[config.mk]
export PLATFORM = sky130hd
export DESIGN_NAME = frame_window_multiplier_top
export DESIGN_NICKNAME = d
export VERILOG_FILES = /design/src/rtl/fwm_pkg.sv /design/src/rtl/fwm_div.sv /design/src/rtl/fwm_dp.sv /design/src/rtl/fwm_ctrl.sv /design/src/rtl/frame_window_multiplier_top.sv
export SDC_FILE = /design/constraint.sdc
export NUM_CORES = 2
export LEC_CHECK = 0
export ABC_AREA = 1
export BUFFER_PORTS_ARGS = -buffer_cell sky130_fd_sc_hd__buf_2
export CORE_ASPECT_RATIO = 0.8
export CORE_MARGIN = 3
export CORE_UTILIZATION = 55
export DETAILED_ROUTE_END_ITERATION = 10
export GPL_TIMING_DRIVEN = 0
export PLACE_DENSITY_LB_ADDON = 0.12
export SETUP_SLACK_MARGIN = 0.5
export SLEW_MARGIN = 25
export SYNTH_ARGS = -nofsm -noshare
export SYNTH_HDL_FRONTEND = slang
export SYNTH_SLANG_ARGS = --single-unit
[constraint.sdc]
create_clock -name clk -period 9.4 [get_ports clk]
set_input_delay 2.35 -clock clk [delete_from_list [all_inputs] [get_ports clk]]
set_output_delay 2.35 -clock clk [all_outputs]
set_load 0.01 [all_outputs]
[src/rtl/fwm_pkg.sv]
// ----------------------------------------------------------------------------
// Frame window multiplier package
// Shared constants, window codes, sequencer codes and the command/status
// structs that join the controller and the datapath.
// ----------------------------------------------------------------------------
package fwm_pkg;

	// configuration registers
	localparam int WT_W      = 3;
	localparam int FL_W      = 13;
	localparam int CFG_W     = 13;
	localparam int CFG_IDX_W = 1;

	localparam logic [CFG_IDX_W-1:0] REG_WINDOW_TYPE  = 1'b0;
	localparam logic [CFG_IDX_W-1:0] REG_FRAME_LENGTH = 1'b1;

	localparam logic [WT_W-1:0] WIN_RECT     = 3'd0;
	localparam logic [WT_W-1:0] WIN_HANN     = 3'd1;
	localparam logic [WT_W-1:0] WIN_HAMMING  = 3'd2;
	localparam logic [WT_W-1:0] WIN_BLACKMAN = 3'd3;
	localparam logic [WT_W-1:0] WIN_TUKEY    = 3'd4;

	localparam logic [WT_W-1:0] WT_RESET = WIN_HANN;
	localparam logic [FL_W-1:0] FL_RESET = 13'd1024;

	// arithmetic widths
	localparam int PH_BITS = 24;   // phase as a fraction of one turn
	localparam int MUL_W   = 32;   // multiplier operand width
	localparam int PROD_W  = 64;
	localparam int QUO_W   = 32;   // quotient bits kept by the divider
	localparam int STEP    = 4;    // quotient bits per divider cycle
	localparam int ACC_W   = 34;   // signed Q30 accumulators
	localparam int MAG_W   = 31;   // Q30 magnitudes up to one
	localparam int K_W     = 3;
	localparam int TD_W    = 8;

	localparam logic [K_W-1:0] N_TERMS = 3'd7;

	localparam logic [MAG_W-1:0] ONE30  = 31'd1073741824;
	localparam logic [MAG_W-1:0] K_HALF = 31'd536870912;
	localparam logic [MAG_W-1:0] K_054  = 31'd579820585;
	localparam logic [MAG_W-1:0] K_046  = 31'd493921239;
	localparam logic [MAG_W-1:0] K_042  = 31'd450971566;
	localparam logic [MAG_W-1:0] K_008  = 31'd85899346;
	localparam logic [MUL_W-1:0] PI30   = 32'hC90FDAA2;

	typedef enum logic [3:0] {
		OP_NONE,
		OP_LOAD,
		OP_PHASE,
		OP_FOLD,
		OP_X,
		OP_X2,
		OP_TDIV,
		OP_TACC,
		OP_CEND,
		OP_KMUL,
		OP_KACC,
		OP_COEF,
		OP_RES
	} op_t;

	typedef enum logic [4:0] {
		S_IDLE,
		S_SETUP,
		S_PHASE,
		S_PWAIT,
		S_FOLD,
		S_FOLD_W,
		S_X,
		S_X_W,
		S_X2,
		S_TM_W,
		S_TDIV,
		S_TWAIT,
		S_TACC,
		S_CEND,
		S_KMUL,
		S_KM_W,
		S_KACC,
		S_COEF,
		S_CO_W,
		S_RES
	} state_t;

	typedef struct packed {
		op_t            op;
		logic           second;
		logic [K_W-1:0] k;
	} cmd_t;

	typedef struct packed {
		logic pass;
		logic flat;
		logic two_cos;
		logic div_done;
	} sts_t;

	// divisor of the k-th Taylor term: (2k-1)(2k)
	function automatic logic [TD_W-1:0] term_divisor(input logic [K_W-1:0] k);
		logic [TD_W-1:0] d;
		unique case (k)
			3'd1:    d = 8'd2;
			3'd2:    d = 8'd12;
			3'd3:    d = 8'd30;
			3'd4:    d = 8'd56;
			3'd5:    d = 8'd90;
			3'd6:    d = 8'd132;
			3'd7:    d = 8'd182;
			default: d = 8'd2;
		endcase
		return d;
	endfunction

	// floor(2^32 / divisor) of the k-th Taylor term
	function automatic logic [MUL_W-1:0] term_recip(input logic [K_W-1:0] k);
		logic [MUL_W-1:0] m;
		unique case (k)
			3'd1:    m = 32'd2147483648;
			3'd2:    m = 32'd357913941;
			3'd3:    m = 32'd143165576;
			3'd4:    m = 32'd76695844;
			3'd5:    m = 32'd47721858;
			3'd6:    m = 32'd32537631;
			3'd7:    m = 32'd23598721;
			default: m = 32'd2147483648;
		endcase
		return m;
	endfunction

endpackage

[src/rtl/fwm_div.sv]
// ----------------------------------------------------------------------------
// Frame window multiplier divider
// Iterative restoring divider, a few quotient bits per cycle; keeps the low
// quotient bits.
// ----------------------------------------------------------------------------
module fwm_div #(
	parameter int DVD_W = 44,
	parameter int DSR_W = 14
) (
	input  logic                     clk,
	input  logic                     arst_n,
	input  logic                     start,
	input  logic [DVD_W-1:0]         dividend,
	input  logic [DSR_W-1:0]         divisor,
	output logic                     done,
	output logic [fwm_pkg::QUO_W-1:0] quotient
);

	localparam int STEPS = DVD_W / fwm_pkg::STEP;
	localparam int CNT_W = $clog2(STEPS + 1);

	logic [DVD_W-1:0]          dvd_q;
	logic [DSR_W-1:0]          dsr_q;
	logic [DSR_W-1:0]          rem_q;
	logic [fwm_pkg::QUO_W-1:0] quo_q;
	logic [CNT_W-1:0]          cnt_q;
	logic                      busy_q;
	logic                      done_q;

	logic [DSR_W-1:0]          rem_c;
	logic [fwm_pkg::QUO_W-1:0] quo_c;
	logic [DSR_W:0]            trial;
	logic                      qb;

	always_comb begin
		rem_c = rem_q;
		quo_c = quo_q;
		trial = '0;
		qb    = 1'b0;
		for (int i = 0; i < fwm_pkg::STEP; i++) begin
			trial = {rem_c, dvd_q[DVD_W-1-i]};
			qb    = (trial >= {1'b0, dsr_q});
			if (qb) begin
				trial = trial - {1'b0, dsr_q};
			end
			rem_c = trial[DSR_W-1:0];
			quo_c = {quo_c[fwm_pkg::QUO_W-2:0], qb};
		end
	end

	always_ff @(posedge clk or negedge arst_n) begin
		if (!arst_n) begin
			busy_q <= 1'b0;
			done_q <= 1'b0;
			cnt_q  <= '0;
		end else begin
			done_q <= 1'b0;
			if (start) begin
				busy_q <= 1'b1;
				cnt_q  <= CNT_W'(STEPS);
			end else if (busy_q) begin
				cnt_q <= cnt_q - 1'b1;
				if (cnt_q == CNT_W'(1)) begin
					busy_q <= 1'b0;
					done_q <= 1'b1;
				end
			end
		end
	end

	always_ff @(posedge clk) begin
		if (start) begin
			dvd_q <= dividend;
			dsr_q <= divisor;
			rem_q <= '0;
			quo_q <= '0;
		end else if (busy_q) begin
			dvd_q <= dvd_q << fwm_pkg::STEP;
			rem_q <= rem_c;
			quo_q <= quo_c;
		end
	end

	assign done     = done_q;
	assign quotient = quo_q;

endmodule

[src/rtl/fwm_dp.sv]
// ----------------------------------------------------------------------------
// Frame window multiplier datapath
// Position counter, phase and cosine arithmetic on a shared multiplier and
// divider, window accumulation, coefficient scaling and the result register.
// ----------------------------------------------------------------------------
module fwm_dp #(
	parameter int MAX_FRAME    = 4096,
	parameter int SAMPLE_WIDTH = 24,
	parameter int COEF_WIDTH   = 18
) (
	input  logic                          clk,
	input  logic                          arst_n,
	input  fwm_pkg::cmd_t                 cmd,
	output fwm_pkg::sts_t                 sts,
	input  logic [fwm_pkg::WT_W-1:0]      window_type,
	input  logic [fwm_pkg::FL_W-1:0]      frame_length,
	input  logic signed [SAMPLE_WIDTH-1:0] sample_in,
	input  logic                          frame_start,
	output logic signed [SAMPLE_WIDTH-1:0] sample_out,
	output logic                          frame_last
);

	localparam int SW      = SAMPLE_WIDTH;
	localparam int F       = COEF_WIDTH - 1;
	localparam int PW      = (MAX_FRAME > 2) ? $clog2(MAX_FRAME) : 1;
	localparam int LW_MAX  = $clog2(MAX_FRAME + 1);
	localparam int LW      = (fwm_pkg::FL_W > LW_MAX) ? fwm_pkg::FL_W : LW_MAX;
	localparam int NW      = PW + 5;
	localparam int DVD_RAW = NW + fwm_pkg::PH_BITS;
	localparam int DVD_MIN = (DVD_RAW > fwm_pkg::MUL_W) ? DVD_RAW : fwm_pkg::MUL_W;
	localparam int DVD_W   = (DVD_MIN + fwm_pkg::STEP - 1) / fwm_pkg::STEP * fwm_pkg::STEP;
	localparam int DSR_W   = (PW + 1 > fwm_pkg::TD_W) ? PW + 1 : fwm_pkg::TD_W;
	localparam int ACC_W   = fwm_pkg::ACC_W;
	localparam int MAG_W   = fwm_pkg::MAG_W;
	localparam int MUL_W   = fwm_pkg::MUL_W;
	localparam int PROD_W  = fwm_pkg::PROD_W;

	localparam logic signed [ACC_W-1:0]  ONE_ACC = ACC_W'(fwm_pkg::ONE30);
	localparam logic signed [PROD_W-1:0] SMAX    = (64'sd1 <<< (SW - 1)) - 64'sd1;
	localparam logic signed [PROD_W-1:0] SMIN    = -(64'sd1 <<< (SW - 1));
	localparam logic signed [PROD_W-1:0] HALF_LSB = 64'sd1 <<< (F - 1);

	// state and payload registers
	logic [PW-1:0]           pos_q;
	logic [PW-1:0]           p_q;
	logic [PW-1:0]           n_q;
	logic signed [SW-1:0]    s_q;
	logic                    last_q;
	logic [1:0]              qd_q;
	logic [MUL_W-1:0]        x2_q;
	logic [MUL_W-1:0]        tv_q;
	logic signed [ACC_W-1:0] sum_q;
	logic signed [ACC_W-1:0] w_q;
	logic [MAG_W-1:0]        c_mag_q;
	logic                    c_neg_q;
	logic [MUL_W-1:0]        opa_q;
	logic [MUL_W-1:0]        opb_q;
	logic [PROD_W-1:0]       mul_q;
	logic signed [SW-1:0]    sample_out_q;
	logic                    frame_last_q;

	// load path
	logic [LW-1:0] fl_c;
	logic [LW-1:0] len_c;
	logic [PW-1:0] n_c;
	logic [PW-1:0] p_c;
	logic          last_c;

	always_comb begin
		fl_c = LW'(frame_length);
		priority if (fl_c == '0) begin
			len_c = LW'(1);
		end else if (fl_c > LW'(MAX_FRAME)) begin
			len_c = LW'(MAX_FRAME);
		end else begin
			len_c = fl_c;
		end
		n_c    = PW'(len_c - LW'(1));
		p_c    = frame_start ? '0 : pos_q;
		last_c = (p_c >= n_c);
	end

	// window path decisions
	logic [NW-1:0] p20;
	logic [NW-1:0] nx;
	logic [NW-1:0] n19;
	logic          tk_lo;
	logic          tk_hi;
	logic          is_tukey;
	logic [NW-1:0]    num_c;
	logic [DSR_W-1:0] den_c;

	always_comb begin
		p20      = (NW'(p_q) << 4) + (NW'(p_q) << 2);
		nx       = NW'(n_q);
		n19      = (nx << 4) + (nx << 1) + nx;
		tk_lo    = (p20 <= nx);
		tk_hi    = (p20 >= n19);
		is_tukey = (window_type == fwm_pkg::WIN_TUKEY);
		if (cmd.second) begin
			num_c = NW'(p_q) << 1;
			den_c = DSR_W'(n_q);
		end else if (is_tukey) begin
			num_c = tk_lo ? (nx - p20) : (p20 - n19);
			den_c = DSR_W'(n_q) << 1;
		end else begin
			num_c = NW'(p_q);
			den_c = DSR_W'(n_q);
		end
	end

	// shared divider
	logic                      div_start;
	logic [DVD_W-1:0]          div_dvd;
	logic [DSR_W-1:0]          div_dsr;
	logic                      div_done;
	logic [fwm_pkg::QUO_W-1:0] div_quo;

	// rounding of the registered product
	logic [PROD_W-1:0] rnd22;
	logic [PROD_W-1:0] rnd29;
	logic [MAG_W-1:0]  x_c;
	logic [MUL_W-1:0]  r32_c;
	logic [MAG_W-1:0]  r31_c;

	assign rnd22 = mul_q + (64'd1 << 22);
	assign rnd29 = mul_q + (64'd1 << 29);
	assign x_c   = rnd22[53:23];
	assign r32_c = rnd29[61:30];
	assign r31_c = rnd29[60:30];

	// Taylor term division: reciprocal product, then one correction step
	logic [fwm_pkg::TD_W-1:0]       td_c;
	logic [MUL_W-1:0]               tq0_c;
	logic [MUL_W+fwm_pkg::TD_W-1:0] tqd_c;
	logic [MUL_W-1:0]               trem_c;
	logic [MUL_W-1:0]               tq_c;

	always_comb begin
		td_c   = fwm_pkg::term_divisor(cmd.k);
		tq0_c  = mul_q[PROD_W-1:MUL_W];
		tqd_c  = tq0_c * td_c;
		trem_c = tv_q - tqd_c[MUL_W-1:0];
		tq_c   = (trem_c >= MUL_W'(td_c)) ? tq0_c + MUL_W'(1) : tq0_c;
	end

	always_comb begin
		div_start = 1'b0;
		div_dvd   = '0;
		div_dsr   = '0;
		unique case (cmd.op)
			fwm_pkg::OP_PHASE: begin
				div_start = 1'b1;
				div_dvd   = (DVD_W'(num_c) << fwm_pkg::PH_BITS) + DVD_W'(den_c >> 1);
				div_dsr   = den_c;
			end
			default: begin
				div_start = 1'b0;
			end
		endcase
	end

	fwm_div #(
		.DVD_W(DVD_W),
		.DSR_W(DSR_W)
	) u_div (
		.clk     (clk),
		.arst_n  (arst_n),
		.start   (div_start),
		.dividend(div_dvd),
		.divisor (div_dsr),
		.done    (div_done),
		.quotient(div_quo)
	);

	// cosine fold: quadrant and angle inside the first quarter turn
	logic [fwm_pkg::PH_BITS-1:0] u_c;
	logic [1:0]                  qd_c;
	logic [22:0]                 a_c;

	always_comb begin
		u_c  = div_quo[fwm_pkg::PH_BITS-1:0];
		qd_c = u_c[23:22];
		a_c  = qd_c[0] ? (23'h400000 - {1'b0, u_c[21:0]}) : {1'b0, u_c[21:0]};
	end

	// clamps, constant select, coefficient and final product
	logic [MAG_W-1:0]         cmag_c;
	logic [MAG_W-1:0]         kconst_c;
	logic                     ksub_c;
	logic [MAG_W-1:0]         wc_c;
	logic [MUL_W-1:0]         wsum_c;
	logic [COEF_WIDTH-1:0]    coef_c;
	logic                     s_neg;
	logic [SW-1:0]            sabs_c;
	logic signed [PROD_W-1:0] prod_s;
	logic signed [PROD_W-1:0] shr_s;
	logic signed [SW-1:0]     res_c;
	logic signed [ACC_W-1:0]  w_base_c;

	always_comb begin
		priority if (sum_q < 0) begin
			cmag_c = '0;
		end else if (sum_q > ONE_ACC) begin
			cmag_c = fwm_pkg::ONE30;
		end else begin
			cmag_c = MAG_W'(sum_q);
		end

		if (cmd.second) begin
			kconst_c = fwm_pkg::K_008;
		end else if (window_type == fwm_pkg::WIN_HAMMING) begin
			kconst_c = fwm_pkg::K_046;
		end else begin
			kconst_c = fwm_pkg::K_HALF;
		end
		// first cosine subtracts except for the Tukey fades; the second adds
		ksub_c = !cmd.second && !is_tukey;

		priority if (sts.flat) begin
			wc_c = fwm_pkg::ONE30;
		end else if (w_q < 0) begin
			wc_c = '0;
		end else if (w_q > ONE_ACC) begin
			wc_c = fwm_pkg::ONE30;
		end else begin
			wc_c = MAG_W'(w_q);
		end
		wsum_c = MUL_W'(wc_c) + (32'd1 << (29 - F));
		coef_c = COEF_WIDTH'(wsum_c >> (30 - F));

		s_neg  = s_q[SW-1];
		sabs_c = s_neg ? SW'(-s_q) : SW'(s_q);

		prod_s = s_neg ? -$signed(mul_q) : $signed(mul_q);
		shr_s  = (prod_s + HALF_LSB) >>> F;
		priority if (sts.pass) begin
			res_c = s_q;
		end else if (shr_s > SMAX) begin
			res_c = SW'(SMAX);
		end else if (shr_s < SMIN) begin
			res_c = SW'(SMIN);
		end else begin
			res_c = SW'(shr_s);
		end

		unique case (window_type)
			fwm_pkg::WIN_HAMMING:  w_base_c = ACC_W'(fwm_pkg::K_054);
			fwm_pkg::WIN_BLACKMAN: w_base_c = ACC_W'(fwm_pkg::K_042);
			default:               w_base_c = ACC_W'(fwm_pkg::K_HALF);
		endcase
	end

	// status
	always_comb begin
		sts.pass     = (n_q == '0) || (window_type == fwm_pkg::WIN_RECT)
			|| (window_type > fwm_pkg::WIN_TUKEY);
		sts.flat     = is_tukey && !tk_lo && !tk_hi;
		sts.two_cos  = (window_type == fwm_pkg::WIN_BLACKMAN);
		sts.div_done = div_done;
	end

	// position counter
	always_ff @(posedge clk or negedge arst_n) begin
		if (!arst_n) begin
			pos_q <= '0;
		end else if (cmd.op == fwm_pkg::OP_LOAD) begin
			pos_q <= last_c ? '0 : PW'(p_c + 1'b1);
		end
	end

	// multiplier, registered
	always_ff @(posedge clk) begin
		mul_q <= opa_q * opb_q;
	end

	always_ff @(posedge clk) begin
		unique case (cmd.op)
			fwm_pkg::OP_LOAD: begin
				p_q    <= p_c;
				n_q    <= n_c;
				s_q    <= sample_in;
				last_q <= last_c;
				w_q    <= w_base_c;
			end
			fwm_pkg::OP_FOLD: begin
				qd_q  <= qd_c;
				opa_q <= MUL_W'(a_c);
				opb_q <= fwm_pkg::PI30;
			end
			fwm_pkg::OP_X: begin
				opa_q <= MUL_W'(x_c);
				opb_q <= MUL_W'(x_c);
			end
			fwm_pkg::OP_X2: begin
				x2_q  <= r32_c;
				sum_q <= ONE_ACC;
				opa_q <= MUL_W'(fwm_pkg::ONE30);
				opb_q <= r32_c;
			end
			fwm_pkg::OP_TDIV: begin
				tv_q  <= r32_c;
				opa_q <= r32_c;
				opb_q <= fwm_pkg::term_recip(cmd.k);
			end
			fwm_pkg::OP_TACC: begin
				if (cmd.k[0]) begin
					sum_q <= sum_q - $signed(ACC_W'(tq_c));
				end else begin
					sum_q <= sum_q + $signed(ACC_W'(tq_c));
				end
				opa_q <= tq_c;
				opb_q <= x2_q;
			end
			fwm_pkg::OP_CEND: begin
				c_mag_q <= cmag_c;
				c_neg_q <= (qd_q == 2'd1) || (qd_q == 2'd2);
			end
			fwm_pkg::OP_KMUL: begin
				opa_q <= MUL_W'(kconst_c);
				opb_q <= MUL_W'(c_mag_q);
			end
			fwm_pkg::OP_KACC: begin
				if (ksub_c ^ c_neg_q) begin
					w_q <= w_q - $signed(ACC_W'(r31_c));
				end else begin
					w_q <= w_q + $signed(ACC_W'(r31_c));
				end
			end
			fwm_pkg::OP_COEF: begin
				opa_q <= MUL_W'(sabs_c);
				opb_q <= MUL_W'(coef_c);
			end
			fwm_pkg::OP_RES: begin
				sample_out_q <= res_c;
				frame_last_q <= last_q;
			end
			default: begin
			end
		endcase
	end

	assign sample_out = sample_out_q;
	assign frame_last = frame_last_q;

endmodule

[src/rtl/fwm_ctrl.sv]
// ----------------------------------------------------------------------------
// Frame window multiplier controller
// Sequencer that steps the datapath through one item and owns both
// handshakes.
// ----------------------------------------------------------------------------
module fwm_ctrl (
	input  logic          clk,
	input  logic          arst_n,
	input  logic          in_valid,
	output logic          in_stall,
	output logic          out_valid,
	input  logic          out_stall,
	input  fwm_pkg::sts_t sts,
	output fwm_pkg::cmd_t cmd
);

	fwm_pkg::state_t                state_q;
	fwm_pkg::state_t                state_d;
	logic [fwm_pkg::K_W-1:0]        k_q;
	logic                           second_q;
	logic                           out_valid_q;

	always_comb begin
		state_d    = state_q;
		cmd.op     = fwm_pkg::OP_NONE;
		cmd.second = second_q;
		cmd.k      = k_q;
		unique case (state_q)
			fwm_pkg::S_IDLE: begin
				if (in_valid) begin
					cmd.op  = fwm_pkg::OP_LOAD;
					state_d = fwm_pkg::S_SETUP;
				end
			end
			fwm_pkg::S_SETUP: begin
				priority if (sts.pass) begin
					state_d = fwm_pkg::S_RES;
				end else if (sts.flat) begin
					state_d = fwm_pkg::S_COEF;
				end else begin
					state_d = fwm_pkg::S_PHASE;
				end
			end
			fwm_pkg::S_PHASE: begin
				cmd.op  = fwm_pkg::OP_PHASE;
				state_d = fwm_pkg::S_PWAIT;
			end
			fwm_pkg::S_PWAIT: begin
				if (sts.div_done) begin
					state_d = fwm_pkg::S_FOLD;
				end
			end
			fwm_pkg::S_FOLD: begin
				cmd.op  = fwm_pkg::OP_FOLD;
				state_d = fwm_pkg::S_FOLD_W;
			end
			fwm_pkg::S_FOLD_W: state_d = fwm_pkg::S_X;
			fwm_pkg::S_X: begin
				cmd.op  = fwm_pkg::OP_X;
				state_d = fwm_pkg::S_X_W;
			end
			fwm_pkg::S_X_W: state_d = fwm_pkg::S_X2;
			fwm_pkg::S_X2: begin
				cmd.op  = fwm_pkg::OP_X2;
				state_d = fwm_pkg::S_TM_W;
			end
			fwm_pkg::S_TM_W: state_d = fwm_pkg::S_TDIV;
			fwm_pkg::S_TDIV: begin
				cmd.op  = fwm_pkg::OP_TDIV;
				state_d = fwm_pkg::S_TWAIT;
			end
			fwm_pkg::S_TWAIT: state_d = fwm_pkg::S_TACC;
			fwm_pkg::S_TACC: begin
				cmd.op  = fwm_pkg::OP_TACC;
				state_d = (k_q == fwm_pkg::N_TERMS) ? fwm_pkg::S_CEND : fwm_pkg::S_TM_W;
			end
			fwm_pkg::S_CEND: begin
				cmd.op  = fwm_pkg::OP_CEND;
				state_d = fwm_pkg::S_KMUL;
			end
			fwm_pkg::S_KMUL: begin
				cmd.op  = fwm_pkg::OP_KMUL;
				state_d = fwm_pkg::S_KM_W;
			end
			fwm_pkg::S_KM_W: state_d = fwm_pkg::S_KACC;
			fwm_pkg::S_KACC: begin
				cmd.op  = fwm_pkg::OP_KACC;
				state_d = (sts.two_cos && !second_q) ? fwm_pkg::S_PHASE : fwm_pkg::S_COEF;
			end
			fwm_pkg::S_COEF: begin
				cmd.op  = fwm_pkg::OP_COEF;
				state_d = fwm_pkg::S_CO_W;
			end
			fwm_pkg::S_CO_W: state_d = fwm_pkg::S_RES;
			fwm_pkg::S_RES: begin
				if (!out_valid_q || !out_stall) begin
					cmd.op  = fwm_pkg::OP_RES;
					state_d = fwm_pkg::S_IDLE;
				end
			end
			default: state_d = fwm_pkg::S_IDLE;
		endcase
	end

	always_ff @(posedge clk or negedge arst_n) begin
		if (!arst_n) begin
			state_q     <= fwm_pkg::S_IDLE;
			k_q         <= '0;
			second_q    <= 1'b0;
			out_valid_q <= 1'b0;
		end else begin
			state_q     <= state_d;
			out_valid_q <= (cmd.op == fwm_pkg::OP_RES) || (out_valid_q && out_stall);
			if (cmd.op == fwm_pkg::OP_LOAD) begin
				second_q <= 1'b0;
			end else if (cmd.op == fwm_pkg::OP_KACC) begin
				second_q <= 1'b1;
			end
			if (cmd.op == fwm_pkg::OP_X2) begin
				k_q <= fwm_pkg::K_W'(1);
			end else if (cmd.op == fwm_pkg::OP_TACC) begin
				k_q <= k_q + 1'b1;
			end
		end
	end

	assign in_stall  = (state_q != fwm_pkg::S_IDLE);
	assign out_valid = out_valid_q;

endmodule

[src/rtl/frame_window_multiplier_top.sv]
// ----------------------------------------------------------------------------
// Frame window multiplier
// Multiplies each audio sample by a rectangular, Hann, Hamming, Blackman or
// Tukey window coefficient picked by its position in the frame.
// ----------------------------------------------------------------------------
// Usage:
//   Input channel: in_valid/in_stall with sample_in and frame_start. An item
//   is taken when in_valid is high and in_stall low. frame_start puts the
//   item at position zero of a new frame.
//   Output channel: out_valid/out_stall with sample_out and frame_last, one
//   result item for every input item, in order.
//   Configuration: write window_type (index 0) or frame_length (index 1) via
//   cfg_we/cfg_index/cfg_data, only while no item is in flight.
//   Timing: one item at a time; the next item can be taken as soon as
//   out_valid rises. Pass-through (rectangular, unknown type, frame length
//   one) and the flat middle of a Tukey window skip the cosine. Each cosine
//   runs a phase division on the 4-bit-per-cycle divider, a fold and a
//   square, seven Taylor terms (reciprocal multiply per term) and a scale.
//   Hann, Hamming and the Tukey fades use one cosine; Blackman uses two.
//   A finished item waits in the output register; the next input item is
//   accepted while it is stalled there. Reset clears the position counter,
//   sets window_type to Hann and frame_length to 1024, and empties the
//   output register.
// ----------------------------------------------------------------------------
module frame_window_multiplier_top #(
	parameter int MAX_FRAME    = 4096,
	parameter int SAMPLE_WIDTH = 24,
	parameter int COEF_WIDTH   = 18
) (
	input  logic                              clk,
	input  logic                              arst_n,
	// input channel
	input  logic                              in_valid,
	output logic                              in_stall,
	input  logic signed [SAMPLE_WIDTH-1:0]    sample_in,
	input  logic                              frame_start,
	// output channel
	output logic                              out_valid,
	input  logic                              out_stall,
	output logic signed [SAMPLE_WIDTH-1:0]    sample_out,
	output logic                              frame_last,
	// configuration write port
	input  logic                              cfg_we,
	input  logic [fwm_pkg::CFG_IDX_W-1:0]     cfg_index,
	input  logic [fwm_pkg::CFG_W-1:0]         cfg_data
);

	logic [fwm_pkg::WT_W-1:0] window_type_q;
	logic [fwm_pkg::FL_W-1:0] frame_length_q;

	fwm_pkg::cmd_t cmd;
	fwm_pkg::sts_t sts;

	// configuration registers: keep the low bits of the written word
	always_ff @(posedge clk or negedge arst_n) begin
		if (!arst_n) begin
			window_type_q  <= fwm_pkg::WT_RESET;
			frame_length_q <= fwm_pkg::FL_RESET;
		end else if (cfg_we) begin
			unique case (cfg_index)
				fwm_pkg::REG_WINDOW_TYPE:  window_type_q  <= cfg_data[fwm_pkg::WT_W-1:0];
				fwm_pkg::REG_FRAME_LENGTH: frame_length_q <= cfg_data[fwm_pkg::FL_W-1:0];
				default: begin
				end
			endcase
		end
	end

	// sequencer: owns both handshakes and issues at most one datapath op per cycle
	fwm_ctrl u_ctrl (
		.clk      (clk),
		.arst_n   (arst_n),
		.in_valid (in_valid),
		.in_stall (in_stall),
		.out_valid(out_valid),
		.out_stall(out_stall),
		.sts      (sts),
		.cmd      (cmd)
	);

	// arithmetic: position counter, cosine unit, window and scaling
	fwm_dp #(
		.MAX_FRAME   (MAX_FRAME),
		.SAMPLE_WIDTH(SAMPLE_WIDTH),
		.COEF_WIDTH  (COEF_WIDTH)
	) u_dp (
		.clk         (clk),
		.arst_n      (arst_n),
		.cmd         (cmd),
		.sts         (sts),
		.window_type (window_type_q),
		.frame_length(frame_length_q),
		.sample_in   (sample_in),
		.frame_start (frame_start),
		.sample_out  (sample_out),
		.frame_last  (frame_last)
	);

endmodule
## Word level (Yosys, flattened, before mapping)

Index checks and enable logic that the tools add are counted.

| word-level totals | value |
|---|---|
| word-level logic and storage cells | 215 |
| bits in registers | 506 |
| input bits | 44 |

| operators by class | value |
|---|---|
| eq/ne operators | 46 |
| $lt $le $gt $ge | 16 |
| multipliers | 2 |
| add/subtract/negate cells | 27 |
| muxes and demuxes | 62 |
| bitwise logic cells | 2 |
| reductions and logical operators | 29 |

Operator list:

| cell | number |
|---|---|
| case mux 32 bit (7 select lines) | 2 |
| case mux 32 bit (6 select lines) | 1 |
| two-way mux 31 bit | 5 |
| case mux 34 bit (2 select lines) | 2 |
| two-way mux 44 bit | 3 |
| case mux 5 bit (20 select lines) | 1 |
| two-way mux 24 bit | 4 |
| two-way mux 13 bit | 6 |
| > comparator 34 x 32 -> 1 bit (second input constant) | 2 |
| < comparator 34 x 1 -> 1 bit (second input constant) | 2 |
| two-way mux 34 bit | 2 |
| adder 64 x 18 -> 64 bit (second input constant) | 1 |
| multiplier 32 x 32 -> 64 bit | 1 |
| two-way mux 64 bit | 1 |
| negation 64 bit | 1 |
| adder 62 x 30 -> 62 bit (second input constant) | 1 |
| case mux 30 bit (2 select lines) | 1 |
| >= comparator 14 x 13 -> 1 bit | 4 |
| adder 54 x 23 -> 54 bit (second input constant) | 1 |
| subtractor 13 bit | 4 |
| two-way mux 17 bit | 3 |
| two-way mux 12 bit | 4 |
| case mux 4 bit (12 select lines) | 1 |
| case mux 8 bit (6 select lines) | 1 |
| 65 further kinds | 130 |

## Depth between registers and ports, before layout

| logic depth | value |
|---|---|
| depth after elaboration | 9 |
| depth in mapped cells | 68 |
| depth with buffers taken out | 65 |

## By module

A second synthesis with hierarchy kept.

| unflattened totals | value |
|---|---|
| cell total of the unflattened synthesis | 10835 |
| area, all modules | 81318.0 um2 |

By module, submodules not included:

| module | cells an instance | area each (um2) | times used | seq. area each (um2) |
|---|---|---|---|---|
| fwm_dp | 9651 | 72450.7 | 1 | 10710.3 |
| fwm_div | 995 | 7443.4 | 1 | 2762.6 |
| fwm_ctrl | 118 | 775.7 | 1 | 250.2 |
| frame_window_multiplier_top | 71 | 648.1 | 1 | 402.9 |

## Worst setup path before layout

OpenSTA, ideal clock, no wires.

| path | value |
|---|---|
| kind | reg-to-reg |
| start | register u_ctrl.k_q[0] (netlist name) |
| end | register u_dp.sum_q[30] (data pin) |
| clock period less this slack | 8981 ps |
| cell stages (with the launch flop) | 58 |
| path slack | 419 ps |
| library setup time | 262 ps |
| required time | 9138 ps |
| buffers on the path | 4 |
| arrival | 8719 ps |
| cell sequence | dfrtp_1 -> inv_2 -> clkbuf_1 -> ha_1 -> nand2_4 -> nand2_2 -> buf_6 -> nor2_8 -> inv_1 -> clkbuf_1 -> nand2_1 -> fa_1 -> fa_1 -> fa_1 -> inv_1 -> fa_1 -> inv_1 -> ha_1 -> [22 not listed] -> nand3_1 -> nand2_1 -> nand3_1 -> nand2_1 -> nand3_1 -> nand2_1 -> a31oi_1 -> inv_1 -> nand2_1 -> nand2_1 -> a21oi_1 -> o21a_1 -> inv_1 -> nand2_1 -> nand2_1 -> nand2_1 -> nand2_1 -> o21ai_0 |

| between the ends | value |
|---|---|
| word-level cells in the longest chain between the ends | 9 |
| elaborated cells on any way between the ends | 15 |
| classes of those cells | add/sub (3); mul (1); order compare (1); eq/ne (6); mux (4) |

Ends and longest elaborated chain:

| what | RTL line | text |
|---|---|---|
| from (decl) | fwm_ctrl.sv:19 | `logic [fwm_pkg::K_W-1:0] k_q;` |
| from (signal assigned) | fwm_ctrl.sv:120 | `k_q <= fwm_pkg::K_W'(1);` |
| from (signal assigned) | fwm_ctrl.sv:122 | `k_q <= k_q + 1'b1;` |
| equality test 3 bit / equality test 3 x 2 -> 1 bit (equally long branches) | fwm_pkg.sv:102 | `unique case (k)` |
| case mux 8 bit (6 select lines) | fwm_pkg.sv:102 |  |
| multiplier 32 x 8 -> 32 bit | fwm_dp.sv:142 | `tqd_c = tq0_c * td_c;` |
| subtractor 32 bit | fwm_dp.sv:143 | `trem_c = tv_q - tqd_c[MUL_W-1:0];` |
| >= comparator 32 x 8 -> 1 bit | fwm_dp.sv:144 | `tq_c = (trem_c >= MUL_W'(td_c)) ? tq0_c + MUL_W'(1) : tq0_c;` |
| two-way mux 32 bit | fwm_dp.sv:144 |  |
| adder 34 x 33 -> 34 bit / subtractor 34 x 33 -> 34 bit (equally long branches) | fwm_dp.sv:310, fwm_dp.sv:308 |  |
| two-way mux 34 bit (*) | fwm_dp.sv:307 | `if (cmd.k[0]) begin` |
| case mux 34 bit (2 select lines) (*) | fwm_dp.sv:278 | `unique case (cmd.op)` |
| to (signal assigned) | fwm_dp.sv:308 | `sum_q <= sum_q - $signed(ACC_W'(tq_c));` |
| to (signal assigned) | fwm_dp.sv:310 | `sum_q <= sum_q + $signed(ACC_W'(tq_c));` |
| to (decl) | fwm_dp.sv:52 | `logic signed [ACC_W-1:0] sum_q;` |

Every way passes the cells marked *; elsewhere a longest branch is shown, timed or not.
A chain may end at the register's enable or synchronous reset.

## Final worst setup path

| path | value |
|---|---|
| start | register u_ctrl.k_q[0] (netlist name) |
| end | register u_dp.sum_q[27] (data pin) |

Same word-level chain as after synthesis.

==> results.yml <==
run_status:
  status: "finished with violations"
  violations: "negative setup slack"
setup_path:
  path_delay_family: "simple AND/OR/NAND/NOR gates"
  path_buf_inv: 10
  start_kind: "register"
  worstPathRequired_ns: 9.91
  worstPathMaxFanout: 7
  endpoint_kind: "register"
  path_class: "reg -> reg"
  crit_path_top_delay_cell: "fa_1"
  cpPeakStageDelay_ns: 0.53
  arrival_ns: 9.99
  critPathMostFrequentCell: "nand2_2"
cts:
  clk_pin_slew_ns: 0.08
  clk-insertion-delay-late_ns: 0.68
  tritoncts: "done"
  cts_buffer_depth: 3
  cts-htree-levels: 2
  cts_made_buffers: 52
  cts_root_buffer: "clkbuf_16"
  cts.sinks: 506
global_routing:
  grt_pass1_wl_um: 465000
  grt_usage_pct: 43.1
  grt_pass1_vias: 70300
  grt_overflow: 0
  grt_antenna_before_repair: 23
  grt_max_degree: 50
placement:
  dp_cells: 12100
  dp_slack_ns: -1.71
  postPlaceCellArea_mm2: 0.0817
  finalWeightedCongestion: 1.10
  post-dp-hpwl_um: 265000
  portBuffers: 69
layout:
  regArea_mm2: 0.0140
  multi_input_area_mm2: 0.0583
  final_nets: 12200
  fin_area_mm2: 0.0892
  final_layout_size_suffix_gt1_share_pct: 12.5
  fillers: 12500
  final_cells: 12400
  area_growth_pct: 13.5
timing:
  period_minus_slack_ns: 9.48
  setup_slack_ns: -0.0848
  fin_skew_ns: 0.0348
  fmax_mhz: 105
  tightest_slew_ns: 1.20
  slew_headroom_pct: 18.8
  slew_violations: 0
  period_share_pct: 101
  rsz0062_at_grt: "true"
  hold_slack_ns: 0.431
  hold_viol: 0
  setup_viol: 1
yosys:
  postSynthAreaPerCell_um2: 7.75
  ys_types: 82
  synthesis.area_mm2: 0.0786
  syn_inst: 10100
  syn_nets: 11800
  synthAdderAreaFrac_pct: 35.9
  synthSimpleGateAreaFrac_pct: 21.2
  synth-edff-count: 361
  ys_seq_area_share_pct: 17.8
  synth_top_area_share_pct: 27.2
  synthArstFlopShare_pct: 8.70
  synth_top_family_by_area: "adder cells"
  synth.mux.area_fraction_pct: 0.129
  post-synth-top-count-cell: "nand2_1"
  synth_top_flop_cell: "edfxtp_1"
  synth_top_area_cell: "fa_1"
  ys_top_cells_by_area: "fa_1 27%, edfxtp_1 14%, nand2_1 12%, inv_1 9.9%, ha_1 8.7%"
  synth-compound-area-share_pct: 8.45
  ys_ff_latch: 506
  ys_warn_count: 0
  synth_common_cells: "2520 x nand2_1, 2082 x inv_1, 1068 x fa_1"
  synth_xor_area_share_pct: 4.42
routing:
  drt_iter0_drc: 9911
  route.met3.wl_um: 53100
  vias_per_cell: 5.99
  wirelength_um: 325000
  wl_per_cell_um: 26.2
  drc: 0
  num_vias: 74500
  detail-route-antenna-nets: 0
  firstDrtPassIters: 6
  met1_length_um: 130000
  highest_layer: "met5"
  met2WireLength_um: 126000
floorplanning:
  fp-row-count: 123
  die_y_um: 344
  start_util_pct: 55.6
  fp.dieW_um: 429
  coreArea_mm2: 0.141
  ios: 71
  die_area_mm2: 0.147
flow_run:
  drv_cap: 0
worst_hold_path:
  holdCritPathClass: "reg -> reg"
## path summary, 6_finish.rpt
path / from / endpoint / slack (ns) / cells after the start
setup / recovery: u_ctrl.k_q[0]$_DFFE_PN0P_ / u_dp.sum_q[27]$_SDFFCE_PN0P_ / -0.08 / 51
min in group asynchronous: arst_n / u_dp.pos_q[11]$_DFFE_PN0N_ / 1.72 / 1
hold / removal: u_dp.u_div.quotient[22]$_SDFFE_PN0P_ / u_dp.qd_q[0]$_DFFE_PP_ / 0.43 / 0
setup reg to reg: u_ctrl.k_q[0]$_DFFE_PN0P_ / u_dp.sum_q[27]$_SDFFCE_PN0P_ / -0.08 / 51
max in group asynchronous: arst_n / u_ctrl.k_q[1]$_DFFE_PN0P_ / 7.20 / 1
hold reg to reg: u_dp.u_div.quotient[22]$_SDFFE_PN0P_ / u_dp.qd_q[0]$_DFFE_PP_ / 0.43 / 0
## stage by stage
step | TNS [ns] | utilization [%]
after global routing | -2.05 | 63.1
after global placement | -86.01 | 57.5
after floorplan | 0 | -
after CTS | 0 | 61.6
final | -0.0848 | 63.2
after detailed placement | -52.43 | 57.9
## metal layers
| layer | vias up | global-route usage, % |
|---|---|---|
| met4 | 16 | 15.3 |
| met2 | 5290 | 58.9 |
| li1 | 32100 | - |
| met5 | - | 1.19 |
| met1 | 36200 | 61.3 |
| met3 | 941 | 17.5 |
## cells by family after synthesis
group	Yosys count
AO/OA/AOI/OAI	1119
buffers and inverters	2486
multiplexers	9
adder cells (fa/ha/maj)	1615
XOR/XNOR	385
flip-flops	506
AND/OR/NAND/NOR	4027
## cell type report
class,instances,share of cell area (%)
Clock buffer,67,1.72
Timing Repair Buffer,297,2.87
Inverter,2126,9.01
Antenna cell,16,0.0449
Sequential cell,506,15.7
Multi-Input combinational cell,7155,65.4
Buffer,360,2.33
Clock inverter,31,0.376
Tap cell,1875,2.63
## placed cells by master (no fill, tap or decap), types with 67 or more instances in the layout
cell,count
a21oi_1,326
buf_2,107
buf_4,192
clkbuf_1,143
clkbuf_2,90
dfxtp_1,101
edfxtp_1,361
fa_1,1058
ha_1,483
inv_1,2031
nand2_1,2396
nand2_2,101
nand3_1,258
nand4_1,116
nor2_1,741
nor2_4,67
nor3_1,88
o21ai_0,262
xnor2_1,101
xor2_1,245
## timing repair
item                                    CTS  global route
gates cloned                              3             1
hold buffers                              0             0
endpoints found under the setup margin   75            60
setup buffers                           129            82
pin swaps                               162           227
resized for setup                       600           501
## state kept, by name, indices dropped and copies added (netlist names), 2 cells and up
register,count
u_dp.mul_q,64
u_dp.tv_q,32
frame_length_q,13
u_dp.s_q,24
u_dp.w_q,34
u_dp.u_div.dsr_q,13
u_ctrl.k_q,3
u_dp.sample_out,24
u_dp.u_div.rem_q,13
u_dp.u_div.quotient,24
u_dp.c_mag_q,31
u_dp.opb_q,32
u_dp.x2_q,32
u_dp.pos_q,12
u_dp.sum_q,34
window_type_q,3
u_dp.u_div.dvd_q,44
u_dp.qd_q,2
u_dp.p_q,12
u_dp.u_div.cnt_q,4
u_dp.n_q,12
u_dp.opa_q,32
u_ctrl.state_q,5
Power is left out: the tool's default activity adds up to more than one toggle a clock period on the data nets, which glitch-free logic cannot reach.
